File: config.mk
export PLATFORM = sky130hd
export DESIGN_NAME = bmm_queue
export DESIGN_NICKNAME = d
export VERILOG_FILES = /design/src/hw/rtl/bmm_pkg.sv /design/src/hw/rtl/bmm_queue.sv
export SDC_FILE = /design/constraint.sdc
export NUM_CORES = 1
export LEC_CHECK = 0
export ABC_AREA = 1
export BUFFER_PORTS_ARGS = -buffer_cell sky130_fd_sc_hd__buf_2
export CAP_MARGIN = 5
export CORE_AREA = 3 3 96 189
export CTS_CLUSTER_DIAMETER = 30
export CTS_CLUSTER_SIZE = 40
export DETAILED_ROUTE_END_ITERATION = 8
export DIE_AREA = 0 0 99 192
export PLACE_DENSITY = 0.85
export SYNTH_ARGS = -nofsm -noshare
export SYNTH_HDL_FRONTEND = slang
export SYNTH_SLANG_ARGS = --single-unit
File: constraint.sdc
create_clock -name clk -period 15.7 [get_ports clk]
set_clock_uncertainty 0.2 [all_clocks]
set_input_delay 3.14 -clock clk [delete_from_list [all_inputs] [get_ports clk]]
set_output_delay 3.14 -clock clk [all_outputs]
set_load 0.05 [all_outputs]
File: src/hw/rtl/bmm_pkg.sv
// shared types and constants for the 3x3 mirror-border box mean
package bmm_pkg;

  localparam int unsigned PIX_W     = 8;
  localparam int unsigned ROW_W     = 12;
  localparam int unsigned COL_W     = 10;
  localparam int unsigned WCFG_W    = 11;
  localparam int unsigned HCFG_W    = 13;
  localparam int unsigned CFG_W     = 13;
  localparam int unsigned SUM_W     = 12;
  localparam int unsigned RECIP_W   = 13;
  localparam int unsigned PROD_W    = SUM_W + RECIP_W;
  localparam int unsigned MEAN_LSB  = 16;

  // sum / 9 as (sum * 7282) >> 16, exact for sums up to 9 * 255
  localparam logic [RECIP_W-1:0] MEAN_RECIP = 13'd7282;

  localparam logic [WCFG_W-1:0] WIDTH_RESET  = 11'd512;
  localparam logic [HCFG_W-1:0] HEIGHT_RESET = 13'd512;

  // result kinds, as bit positions of the per-item result mask
  localparam int unsigned RES_UP_LEFT    = 0;
  localparam int unsigned RES_UP_EDGE    = 1;
  localparam int unsigned RES_LAST_LEFT  = 2;
  localparam int unsigned RES_LAST_EDGE  = 3;
  localparam int unsigned RES_KINDS      = 4;

  typedef enum logic [0:0] {
    REG_IMAGE_WIDTH  = 1'b0,
    REG_IMAGE_HEIGHT = 1'b1
  } bmm_reg_t;

  typedef logic [2:0][2:0][PIX_W-1:0] bmm_window_t;

  typedef struct packed {
    logic [PIX_W-1:0] pixel;
    logic             frame_start;
  } bmm_in_t;

  typedef struct packed {
    logic [PIX_W-1:0] mean_value;
    logic [ROW_W-1:0] out_row;
    logic [COL_W-1:0] out_col;
    logic             last_of_run;
  } bmm_out_t;

  typedef struct packed {
    bmm_window_t          window;
    logic [ROW_W-1:0]     row_cur;
    logic [ROW_W-1:0]     row_prev;
    logic [COL_W-1:0]     col_cur;
    logic [COL_W-1:0]     col_prev;
    logic                 top_mirror;
    logic                 left_mirror;
    logic [RES_KINDS-1:0] res_mask;
  } bmm_item_t;

endpackage

File: src/hw/rtl/bmm_queue.sv
// two-entry queue of classified items between front and back
module bmm_queue (
  input  logic               clk,
  input  logic               rst,
  input  logic               push_valid,
  output logic               push_ready,
  input  bmm_pkg::bmm_item_t push_item,
  output logic               pop_valid,
  input  logic               pop_ready,
  output bmm_pkg::bmm_item_t pop_item
);
  import bmm_pkg::*;

  localparam int unsigned Depth = 2;
  localparam int unsigned AW    = $clog2(Depth);

  bmm_item_t     slots [Depth];
  logic [AW-1:0] wr_ptr;
  logic [AW-1:0] rd_ptr;
  logic [AW:0]   count;
  logic          do_push;
  logic          do_pop;

  assign push_ready = (count != (AW+1)'(Depth));
  assign pop_valid  = (count != '0);
  assign do_push    = push_valid && push_ready;
  assign do_pop     = pop_valid && pop_ready;
  assign pop_item   = slots[rd_ptr];

  always_ff @(posedge clk) begin
    if (rst) begin
      wr_ptr <= '0;
      rd_ptr <= '0;
      count  <= '0;
    end else begin
      if (do_push) begin
        wr_ptr <= wr_ptr + AW'(1);
      end
      if (do_pop) begin
        rd_ptr <= rd_ptr + AW'(1);
      end
      if (do_push && !do_pop) begin
        count <= count + (AW+1)'(1);
      end else if (do_pop && !do_push) begin
        count <= count - (AW+1)'(1);
      end
    end
  end

  always_ff @(posedge clk) begin
    if (do_push) begin
      slots[wr_ptr] <= push_item;
    end
  end

endmodule

; ---- Word level (Yosys, flattened, before mapping)
; Memories as Yosys holds them, arrays and structs flattened. A register that Yosys moved wholly into a read port is not among the register bits.
; Index checks and enable logic that the tools add are counted.
[totals]
register_bits = 4
mem_bits_rw = 244
input_bits = 126
output_inout_bits = 124
word_cells = 23
mem_count = 1
[memory_table]
columns = name, depth, word_bits, read_ports, rd_clocked_by_memory_dff, write_ports, line_no
row1 = slots, 2, 122, 1, 1, 1, bmm_queue.sv:17  ; bmm_item_t slots [Depth];
[op_classes]
n_addsub = 4
n_eq_ne = 1
mux = 6
reduce_logical = 8
[op_table]
columns = op, count
row1 = logical AND 1 bit, 4
row2 = two-way mux 1 bit, 4
row3 = two-way mux 2 bit, 2
row4 = nonzero test 2 bit, 2
row5 = adder 1 bit (second input constant), 2
row6 = adder 2 x 1 -> 2 bit (second input constant), 1
row7 = zero test 1 bit, 2
row8 = inequality test 2 bit (second input constant), 1
row9 = subtractor 2 x 1 -> 2 bit (second input constant), 1

; ---- Logic depth before layout (Yosys ltp)
[logic_depth]
ltp_word = 6
ltp_mapped = 11
ltp_nobuf = 11

; ---- Worst setup path after synthesis
; OpenSTA, ideal clock, no wires.
[synth_timing]
path_kind = input to register
from = input port push_valid
to = memory slots[0][0] (netlist name) (enable)
arrival_ns = 8.329
t_required_ns = 14.895
setup_slack_ns = 6.566
stages = 2
path_buffers = 0
path_cell_list = nand2_1 nor2_1
[synth_via]
elab_chain_cells = 3
[synth_lines]
columns = item, line_no
row1 = from (decl), bmm_queue.sv:5  ; input logic push_valid,
row2 = logical AND 1 bit, bmm_queue.sv:26  ; assign do_push = push_valid && push_ready;
row3 = two-way mux 1 bit, bmm_queue.sv:51  ; if (do_push) begin
row4 = two-way mux 1 bit (not written as such), bmm_queue.sv:52  ; slots[wr_ptr] <= push_item;
row5 = to (decl), bmm_queue.sv:17
; No other way between the ends.

==> impl_metrics.tcl <==
set metrics [dict create \
    status "completed" \
    cts_tree "yes" \
    root_buffer "clkbuf_16" \
    ys_types 15 \
    ys_warn_count 0 \
    portBuffers 249 \
    rows 67 \
    worstMarginPinSlew_ns 1.18 \
    final_max_slew_viol_count 0 \
    critPathKind "flip-flop to output pin" \
    fin_setup_tns_ns 0 \
    numCtsBuffers 26 \
    power.switching_mw 0.824 \
    clk_pin_slew_ns 0.07 \
    power_leakage_nw 4.62 \
    drc 0 \
    worst_hold_path_type "flip-flop to flip-flop" \
    p_seq_share_pct 39.6 \
    fin_ws_ns 9.17 \
    design.die.area_sq_mm 0.0190 \
    die_h_microns 192 \
    num_vias 4781 \
    syn_area_sq_mm 0.00938 \
    syn-instance-count 417 \
    power_frac_clock_pct 29.1 \
    end_kind "output pin" \
    synth_nets 544 \
    clkLatencyLatePin_ns 0.52 \
    hold_viol 0 \
    antenna_found_initial 6 \
    wl_per_cell_microns 20.5 \
    post-place-ws_ns 9.67 \
    seq_area_frac_synth_pct 79.2 \
    initial_core_util_pct 55.6 \
    dr.pass1.iters 4 \
    switching_share_pct 36.7 \
    core_sq_mm 0.0168 \
    p_int_mw 1.42 \
    relSlewSlack_pct 21.2 \
    ys_ff_latch 249 \
    grt-ovfl-total 0 \
    power.density_mw_per_mm2 191 \
    area_delta_synth_final_pct 25.6 \
    grt_pass1_vias 5146 \
    final_nets 812 \
    die_x_microns 99 \
    arrival_ns 3.19 \
    layout-drive-gt1-share_pct 60.3 \
    drtIter0Drc 199 \
    hold_buffers 0 \
    io_pins 250 \
    dp_hpwl_microns 12800 \
    clockBufferDepth 3 \
    cts_resized 0 \
    routabilityCongestion 0.762 \
    start_kind "flip-flop" \
    grt_pass1_wl_microns 27300 \
    combPwrFrac_pct 31.2 \
    maxCapViolCount 0 \
    rsz0062_at_grt "false" \
    h-tree-depth 1 \
    grt_usage_pct 19.0 \
    finalCritPeriodShare_pct 41.6 \
    fmax_mhz 153 \
    route.final.wire_length_microns 18800 \
    setup_viol 0 \
    postCtsSetupRepairBufs 0 \
    cp_max_fo 70 \
    cts_sinks 249 \
    grt_max_degree 71 \
    avgSynthCellArea_sq_um 22.5 \
    vias_per_cell 5.21 \
    cp.required_ns 12.36 \
    ant_nets 0 \
    finalCriticalPeriod_ns 6.53 \
    vdd_drop_max_v 0.000153 \
]
power groups by stage:
stage	Combinational (mW)	Clock [mW]	Sequential, mW
2_1_floorplan	0.590	0	0.888
3_3_place_gp	0.689	0	0.898
3_5_place_dp	0.703	0	0.906
4_1_cts	0.707	0.668	0.892
5_1_grt	0.728	0.694	0.900
6_report	0.701	0.655	0.891
cell usage after synthesis:
master | instances | area share (%)
buf_8 | 1 | 0.16
dfxtp_1 | 5 | 1.1
ha_1 | 1 | 0.13
nor2_1 | 7 | 0.28
buf_6 | 9 | 1.1
buf_2 | 4 | 0.21
o21ai_0 | 2 | 0.11
mux2_4 | 80 | 13
nand3_1 | 2 | 0.11
mux2_2 | 42 | 5.0
a21oi_1 | 2 | 0.11
nand2_1 | 9 | 0.36
nand4_1 | 1 | 0.067
inv_1 | 8 | 0.32
edfxtp_1 | 244 | 78
cells by family (layout without fill, tap and decap cells):
logic type | count (synthesis) | after routing | share of synthesized area, %
muxes | 122 | 122 | 17.9
and+or+nand+nor | 19 | 19 | 0.814
other | 0 | 5 | 0
adders and majority gates | 1 | 1 | 0.133
AOI/OAI and AO/OA | 4 | 4 | 0.214
buffers and inverters | 22 | 310 | 1.77
DFF | 249 | 249 | 79.2
sequential cells by signal, summed over array words and instances (netlist names), named ones only:
register and count:
count 2, rd_ptr 1, slots 244, wr_ptr 1
final timing paths:
kind,end,cells after the start,slack [ns],from
setup reg to reg,slots[1][102],5,13.54,count[0]
hold reg to reg,rd_ptr,2,0.35,rd_ptr
setup / recovery,pop_item[101],3,9.17,flip-flop
hold / removal,rd_ptr,2,0.35,rd_ptr
metal layers:
metal	track usage [%]	wire length, microns	vias to the layer above
met4	8.68	815	4
met3	4.25	1210	54
met2	35.9	10900	212
li1	-	-	2186
met1	19.4	5880	2325
met5	0	21	-
placed cells by master, fill, tap and decap left out:
cell	instances
buf_2	249
diode_2	5
inv_12	1
nand4_1	1
ha_1	1
clkbuf_16	27
a21oi_1	2
mux2_4	80
edfxtp_1	244
nor2_4	2
inv_16	2
dfxtp_4	1
dfxtp_1	4
mux2_2	42
nand2_1	9
inv_8	4
clkinv_4	2
bufinv_16	2
clkinv_8	5
nor2_1	5
clkinv_1	1
inv_6	2
inv_1	8
clkbuf_1	1
clkinv_2	1
o21ai_0	2
nand3_1	2
buf_4	5
final cells by class:
cell class | instances | area, sq um
Clock buffer | 28 | 679
Antenna cell | 5 | 12.5
Timing Repair Buffer | 254 | 1280
Sequential cell | 249 | 7430
Clock inverter | 20 | 287
Tap cell | 207 | 259
Fill cell | 1044 | 5070
Inverter | 8 | 30.0
Multi-Input combinational cell | 146 | 1800
stage by stage:
| stage | utilization (%) | instances | hold slack, ns | total power, mW | area [sq um] |
|---|---|---|---|---|---|
| 6_report | 69.9 | 917 | 0.349 | 2.25 | 11800 |
| 5_1_grt | 69.9 | 916 | 0.362 | 2.32 | 11800 |
| 4_1_cts | 69.8 | 912 | 0.335 | 2.27 | 11800 |
| 3_5_place_dp | 64.1 | 864 | 0.314 | 1.61 | 10800 |
| 3_3_place_gp | 64.1 | 864 | 0.282 | 1.59 | 10800 |
| 2_1_floorplan | - | 417 | 0.265 | 1.48 | 9380 |
critical path, cell delays in order (launching register included):
cell	delay (ns)
dfxtp_4	1.11
buf_4	0.81
mux2_2	0.42
buf_2	0.21
(Power assumes the default switching activity.)
