## src/hw/rtl/bmm_pkg.sv

```systemverilog
// shared types and constants for the 3x3 mirror-border box mean
package bmm_pkg;

  localparam int unsigned PIX_W     = 8;
  localparam int unsigned ROW_W     = 12;
  localparam int unsigned COL_W     = 10;
  localparam int unsigned WCFG_W    = 11;
  localparam int unsigned HCFG_W    = 13;
  localparam int unsigned CFG_W     = 13;
  localparam int unsigned SUM_W     = 12;
  localparam int unsigned RECIP_W   = 13;
  localparam int unsigned PROD_W    = SUM_W + RECIP_W;
  localparam int unsigned MEAN_LSB  = 16;

  // sum / 9 as (sum * 7282) >> 16, exact for sums up to 9 * 255
  localparam logic [RECIP_W-1:0] MEAN_RECIP = 13'd7282;

  localparam logic [WCFG_W-1:0] WIDTH_RESET  = 11'd512;
  localparam logic [HCFG_W-1:0] HEIGHT_RESET = 13'd512;

  // result kinds, as bit positions of the per-item result mask
  localparam int unsigned RES_UP_LEFT    = 0;
  localparam int unsigned RES_UP_EDGE    = 1;
  localparam int unsigned RES_LAST_LEFT  = 2;
  localparam int unsigned RES_LAST_EDGE  = 3;
  localparam int unsigned RES_KINDS      = 4;

  typedef enum logic [0:0] {
    REG_IMAGE_WIDTH  = 1'b0,
    REG_IMAGE_HEIGHT = 1'b1
  } bmm_reg_t;

  typedef logic [2:0][2:0][PIX_W-1:0] bmm_window_t;

  typedef struct packed {
    logic [PIX_W-1:0] pixel;
    logic             frame_start;
  } bmm_in_t;

  typedef struct packed {
    logic [PIX_W-1:0] mean_value;
    logic [ROW_W-1:0] out_row;
    logic [COL_W-1:0] out_col;
    logic             last_of_run;
  } bmm_out_t;

  typedef struct packed {
    bmm_window_t          window;
    logic [ROW_W-1:0]     row_cur;
    logic [ROW_W-1:0]     row_prev;
    logic [COL_W-1:0]     col_cur;
    logic [COL_W-1:0]     col_prev;
    logic                 top_mirror;
    logic                 left_mirror;
    logic [RES_KINDS-1:0] res_mask;
  } bmm_item_t;

endpackage

```

## src/hw/rtl/bmm_back.sv

```systemverilog
// back end: window sum then mean by reciprocal, one result per cycle unless res_ready stalls the output
module bmm_back (
  input  logic               clk,
  input  logic               rst,
  input  logic               item_valid,
  output logic               item_ready,
  input  bmm_pkg::bmm_item_t item,
  output logic               res_valid,
  input  logic               res_ready,
  output bmm_pkg::bmm_out_t  res
);
  import bmm_pkg::*;

  bmm_item_t            cur;
  logic [RES_KINDS-1:0] cur_mask;
  logic [RES_KINDS-1:0] pick;
  logic [RES_KINDS-1:0] remain;
  logic                 emit;
  logic                 pop;
  logic                 s_load;
  logic                 o_ready;

  logic                 s_valid;
  logic [SUM_W-1:0]     s_sum;
  logic [ROW_W-1:0]     s_row;
  logic [COL_W-1:0]     s_col;
  logic                 s_last;

  logic [1:0]           rsel [3];
  logic [1:0]           csel [3];
  logic [SUM_W-1:0]     sum;
  logic [ROW_W-1:0]     sel_row;
  logic [COL_W-1:0]     sel_col;
  logic                 upper;
  logic                 leftish;
  logic [PROD_W-1:0]    product;

  assign o_ready    = !res_valid || res_ready;
  assign s_load     = !s_valid || o_ready;
  assign emit       = s_load && (cur_mask != '0);
  assign remain     = cur_mask & ~pick;
  assign pop        = item_valid && ((cur_mask == '0) || (emit && (remain == '0)));
  assign item_ready = pop;

  // lowest pending result kind goes first
  always_comb begin
    pick = '0;
    priority if (cur_mask[RES_UP_LEFT]) begin
      pick[RES_UP_LEFT] = 1'b1;
    end else if (cur_mask[RES_UP_EDGE]) begin
      pick[RES_UP_EDGE] = 1'b1;
    end else if (cur_mask[RES_LAST_LEFT]) begin
      pick[RES_LAST_LEFT] = 1'b1;
    end else if (cur_mask[RES_LAST_EDGE]) begin
      pick[RES_LAST_EDGE] = 1'b1;
    end else begin
      pick = '0;
    end
  end

  always_comb begin
    upper   = pick[RES_UP_LEFT] || pick[RES_UP_EDGE];
    leftish = pick[RES_UP_LEFT] || pick[RES_LAST_LEFT];
    sel_row = upper ? cur.row_prev : cur.row_cur;
    sel_col = leftish ? cur.col_prev : cur.col_cur;
    // mirrored rows and columns reuse the neighbor two away
    if (upper) begin
      rsel[0] = cur.top_mirror ? 2'd2 : 2'd0;
      rsel[1] = 2'd1;
      rsel[2] = 2'd2;
    end else begin
      rsel[0] = 2'd1;
      rsel[1] = 2'd2;
      rsel[2] = 2'd1;
    end
    if (leftish) begin
      csel[0] = cur.left_mirror ? 2'd2 : 2'd0;
      csel[1] = 2'd1;
      csel[2] = 2'd2;
    end else begin
      csel[0] = 2'd1;
      csel[1] = 2'd2;
      csel[2] = 2'd1;
    end
    sum = '0;
    for (int i = 0; i < 3; i++) begin
      for (int j = 0; j < 3; j++) begin
        sum = sum + SUM_W'(cur.window[rsel[i]][csel[j]]);
      end
    end
  end

  always_ff @(posedge clk) begin
    if (rst) begin
      cur_mask <= '0;
      s_valid  <= 1'b0;
      res_valid <= 1'b0;
    end else begin
      if (pop) begin
        cur_mask <= item.res_mask;
      end else if (emit) begin
        cur_mask <= remain;
      end
      if (s_load) begin
        s_valid <= emit;
      end
      if (o_ready) begin
        res_valid <= s_valid;
      end
    end
  end

  always_ff @(posedge clk) begin
    if (pop) begin
      cur <= item;
    end
    if (emit) begin
      s_sum  <= sum;
      s_row  <= sel_row;
      s_col  <= sel_col;
      s_last <= (remain == '0);
    end
  end

  assign product = PROD_W'(s_sum) * PROD_W'(MEAN_RECIP);

  always_ff @(posedge clk) begin
    if (o_ready && s_valid) begin
      res.mean_value  <= product[MEAN_LSB +: PIX_W];
      res.out_row     <= s_row;
      res.out_col     <= s_col;
      res.last_of_run <= s_last;
    end
  end

endmodule
```

## config.mk

```make
export PLATFORM = sky130hd
export DESIGN_NAME = bmm_back
export DESIGN_NICKNAME = d
export VERILOG_FILES = /design/src/hw/rtl/bmm_pkg.sv /design/src/hw/rtl/bmm_back.sv
export SDC_FILE = /design/constraint.sdc
export NUM_CORES = 1
export LEC_CHECK = 0
export ABC_AREA = 1
export BUFFER_PORTS_ARGS = -buffer_cell sky130_fd_sc_hd__buf_4
export CAP_MARGIN = 10
export CORE_ASPECT_RATIO = 1.25
export CORE_MARGIN = 2
export CORE_UTILIZATION = 50
export CTS_BUF_LIST = sky130_fd_sc_hd__clkbuf_2
export DETAILED_ROUTE_END_ITERATION = 7
export PLACE_DENSITY = 0.7
export SYNTH_ARGS = -nofsm -noshare
export SYNTH_HDL_FRONTEND = slang
export SYNTH_SLANG_ARGS = --single-unit
```

## constraint.sdc

```tcl
create_clock -name clk -period 14.9 [get_ports clk]
set_input_delay 2.98 -clock clk [delete_from_list [all_inputs] [get_ports clk]]
set_output_delay 2.98 -clock clk [all_outputs]
set_load 0.01 [all_outputs]
```

Word level (Yosys, flattened, before mapping)
Cells that the tools add are included.

Register bits: 190. Input port bits: 126. Output and inout bits: 33. Logic and storage cells: 97.

Add/subtract/negate cells: 8. Multiply operators: 1. $lt $le $gt $ge: 6. Muxes and demuxes: 39. Bitwise gates (word level): 2. Reductions and logical operators: 15.

Operators by type and width (number): binary-select mux 24 bit (select 2 bit) (3); binary-select mux 8 bit (select 2 bit) (9); two-way mux 24 bit (3); two-way mux 8 bit (9); adder 12 x 8 -> 12 bit (4); multiplier 12 x 12 -> 23 bit (second input constant) (1); less-than comparator 2 x 3 -> 1 bit (second input constant) (6); adder 11 x 8 -> 12 bit (1); two-way mux 12 bit (1); two-way mux 6 bit (2); adder 10 x 8 -> 11 bit (1); adder 9 x 8 -> 10 bit (1); two-way mux 10 bit (1); adder 8 x 8 -> 9 bit (1); zero test 4 bit (2); two-way mux 4 bit (2); two-way mux 2 bit (3); logical OR 1 bit (5); two-way mux 1 bit (5); AND 4 bit (1); logical AND 1 bit (4); inverter 4 bit (1); nonzero test 4 bit (1); two-way mux 3 bit (1); 2 further kinds (3).

Logic depth before layout (Yosys ltp)
Word-level depth: 18. Mapped depth: 25. Gate-level depth less buffers: 24.

Worst setup path before layout
No wires, ideal clock.

Path type: input to output. From: input port res_ready. To: output port item_ready. Data arrival time: 5.863 ns. Required time: 11.920 ns. Setup slack: 6.057 ns. Stages on the path: 4. Path buffers: 0. Cells stage by stage: inv_1 -> nand3_1 -> nand4_1 -> nand2_1.

Word-level cells in the longest chain between the ends: 6.

Ends and longest elaborated chain: from (decl) (line bmm_back.sv:9) `input logic res_ready,`; logical OR 1 bit (line bmm_back.sv:38) `assign o_ready = !res_valid || res_ready;`; logical OR 1 bit (line bmm_back.sv:39) `assign s_load = !s_valid || o_ready;`; logical AND 1 bit (line bmm_back.sv:40) `assign emit = s_load && (cur_mask != '0);`; logical AND 1 bit (line bmm_back.sv:42) `assign pop = item_valid && ((cur_mask == '0) || (emit && (remain == '0)));`; logical OR 1 bit (line bmm_back.sv:42); logical AND 1 bit (line bmm_back.sv:42); to (decl) (line bmm_back.sv:6) `output logic item_ready,`.

Every way passes these cells.

Worst setup path in the final report
Ends and elaborated chain as after synthesis.

==> qor.yml <==
logic_synthesis:
  ys_seq_elements: 190
  postSynth.asyncResetShare_pct: 0
  synth_cell_types: 39
  yosysWarningCount: 0
  synth_edf_count: 184
  synth_seq_area_share_pct: 48.1
  syn_avg_cell_area_sq_um: 10.5
  netlist.area_leader.share_pct: 47.0
  syn_area_sq_mm: 0.0117
  synthTopCellsByArea: "edfxtp_1, fa_1, ha_1"
  synthCells: 1121
  synth_ff_type: "edfxtp_1"
  synth_nets: 1409
  synth_top_area_cell: "edfxtp_1"
routing:
  viasPerCell: 5.12
  first_pass_iters: 7
  drt_iter0_drc: 467
  ant_nets: 0
  routedWlPerCell_microns: 15.2
  via_count: 8059
  drc: 0
  drt-total-wl_microns: 24000
cts:
  numCtsBuffers: 17
  root_buffer: "clkbuf_2"
  clock_sinks: 190
  hold_buffers: 0
  clock_latency_ps: 810
  htree_levels: 4
  post_cts_buffers: 0
  path_clk_slew_ps: 290
  cts_resized: 0
  clockBufferDepth: 2
  cts_tree: "built"
cells_and_area:
  fillers: 1958
  drive_gt1_share_pct: 16.0
  nNetsFinal: 1560
  layout_commonest_cell: "nand2_1"
  stdcell_area_sq_mm: 0.0134
  ff_latch_area_sq_mm: 0.00565
  area_growth_pct: 14.4
  multiInputGateArea_sq_mm: 0.00530
  fin_util_pct: 58.3
  layout_common_cells: "nand2_1, edfxtp_1, inv_1, buf_4, o21ai_0"
timing:
  min_period_over_period_pct: 49.0
  finalHoldViolCount: 0
  rsz0062_at_grt: "no"
  finalSetupTns_ps: 0
  holdWs_ps: 432
  final_max_slew_viol_count: 0
  finalSetupViolCount: 0
  max_slew_margin_pct: 30.2
  tightestPinTransition_ps: 1050
  clock_skew_ps: 37.1
  max_clock_freq_mhz: 137
  finalCriticalPeriod_ps: 7290
floorplanning:
  die-area_sq_mm: 0.0247
  core_sq_mm: 0.0230
  die_x_microns: 141
  die_h_microns: 175
  num_rows: 62
  ios: 159
  initial_utilization_pct: 51.0
worst_hold_path:
  hold_class: "flop to flop"
worst_setup_path:
  crit_path_frequent_cell: "buf_4"
  path_buf_inv: 3
  crit_path_end_kind: "output pin"
  crit_arrival_ps: 4310
  criticalPathCategory: "input pin to output pin"
  crit_family: "simple AND/OR/NAND/NOR gates"
  path_cells: "buf_4 > inv_1 > nand3_1 > nand4_1 > nand2_4 > buf_4"
  critPathMaxFanout: 57
  worst_ep_required_time_ps: 11920
  slowest_stage: "nand2_4"
  critPathMaxStageDelay_ps: 580
  cp-start-kind: "input pin"
placement:
  gp_congestion: 0.892
  portBuffers: 158
  placed_area_sq_mm: 0.0132
  dp_hpwl_microns: 18600
global_route:
  grt_pass1_wl_microns: 38800
  grt_max_degree: 84
  grt_pass1_vias: 7985
  gr-total-overflow: 0
  grt_usage_pct: 20.1
  grt_antenna_before_repair: 1
job:
  max-cap-violations: 0
run_status:
  status: "completed"
final timing paths:
kind | cells past startpoint | slack [ps] | from | to
max | 6 | 7610 | res_ready | item_ready
max reg2reg | 18 | 8900 | cur_mask[1]$_SDFFE_PP0P_ | s_sum[8]$_DFFE_PP_
min reg2reg | 0 | 430 | s_col[6]$_DFFE_PP_ | res[7]$_DFFE_PP_
min | 0 | 430 | s_col[6]$_DFFE_PP_ | res[7]$_DFFE_PP_
per-layer routing:
layer | GRT usage (%) | vias up | routed length (microns)
met5 | 0 | - | 0
met4 | 7.88 | 0 | 661
met3 | 3.44 | 40 | 1040
met2 | 36.1 | 236 | 12500
met1 | 24.2 | 3734 | 9720
li1 | - | 4049 | -
per-stage QoR:
step	instances	setup WS [ps]
2_1_floorplan	1121	6060
4_1_cts	1573	7600
6_report	1574	7610
3_3_place_gp	1541	7600
3_5_place_dp	1541	7600
5_1_grt	1574	7500
layout make-up:
class                      instances  area share (%)
antenna                            1          0.0186
clock buffer                      17           0.633
clock inverter                    15            1.19
inverter                         174            4.86
multi-input combinational        725            39.5
sequential                       190            42.0
tap                              288            2.68
timing repair buffer             164            9.16
cells by family after synthesis:
group	after synthesis	synth area share, %
buffers and inverters	206	6.99
adders and majority gates	162	22.6
xor gates and xnor gates	12	0.895
AOI/OAI and AO/OA	207	9.66
muxes	3	0.256
DFF	190	48.1
and+or+nand+nor	341	11.5
synthesized netlist by cell type (all sizes together) (2+ instances only):
cell	n
o211ai	4
dfxtp	6
o221ai	4
o21bai	7
mux2i	3
nand4	6
nor3	9
a211oi	3
o22ai	8
nor2	74
xor2	9
a21oi	66
nand2	231
buf	21
clkbuf	11
a22oi	2
fa	84
xnor2	3
ha	78
nand3	17
o21ai	105
edfxtp	184
inv	174
o21a	4
registers in the layout, indices dropped and copies added, names as in the netlist:
| register | flops |
|---|---|
| cur | 118 |
| cur_mask | 4 |
| res | 31 |
| res_valid | 1 |
| s_col | 10 |
| s_last | 1 |
| s_row | 12 |
| s_sum | 12 |
| s_valid | 1 |
Power is left out: the tool's default activity adds up to more than one toggle a clock period on the data nets, which glitch-free logic cannot reach.
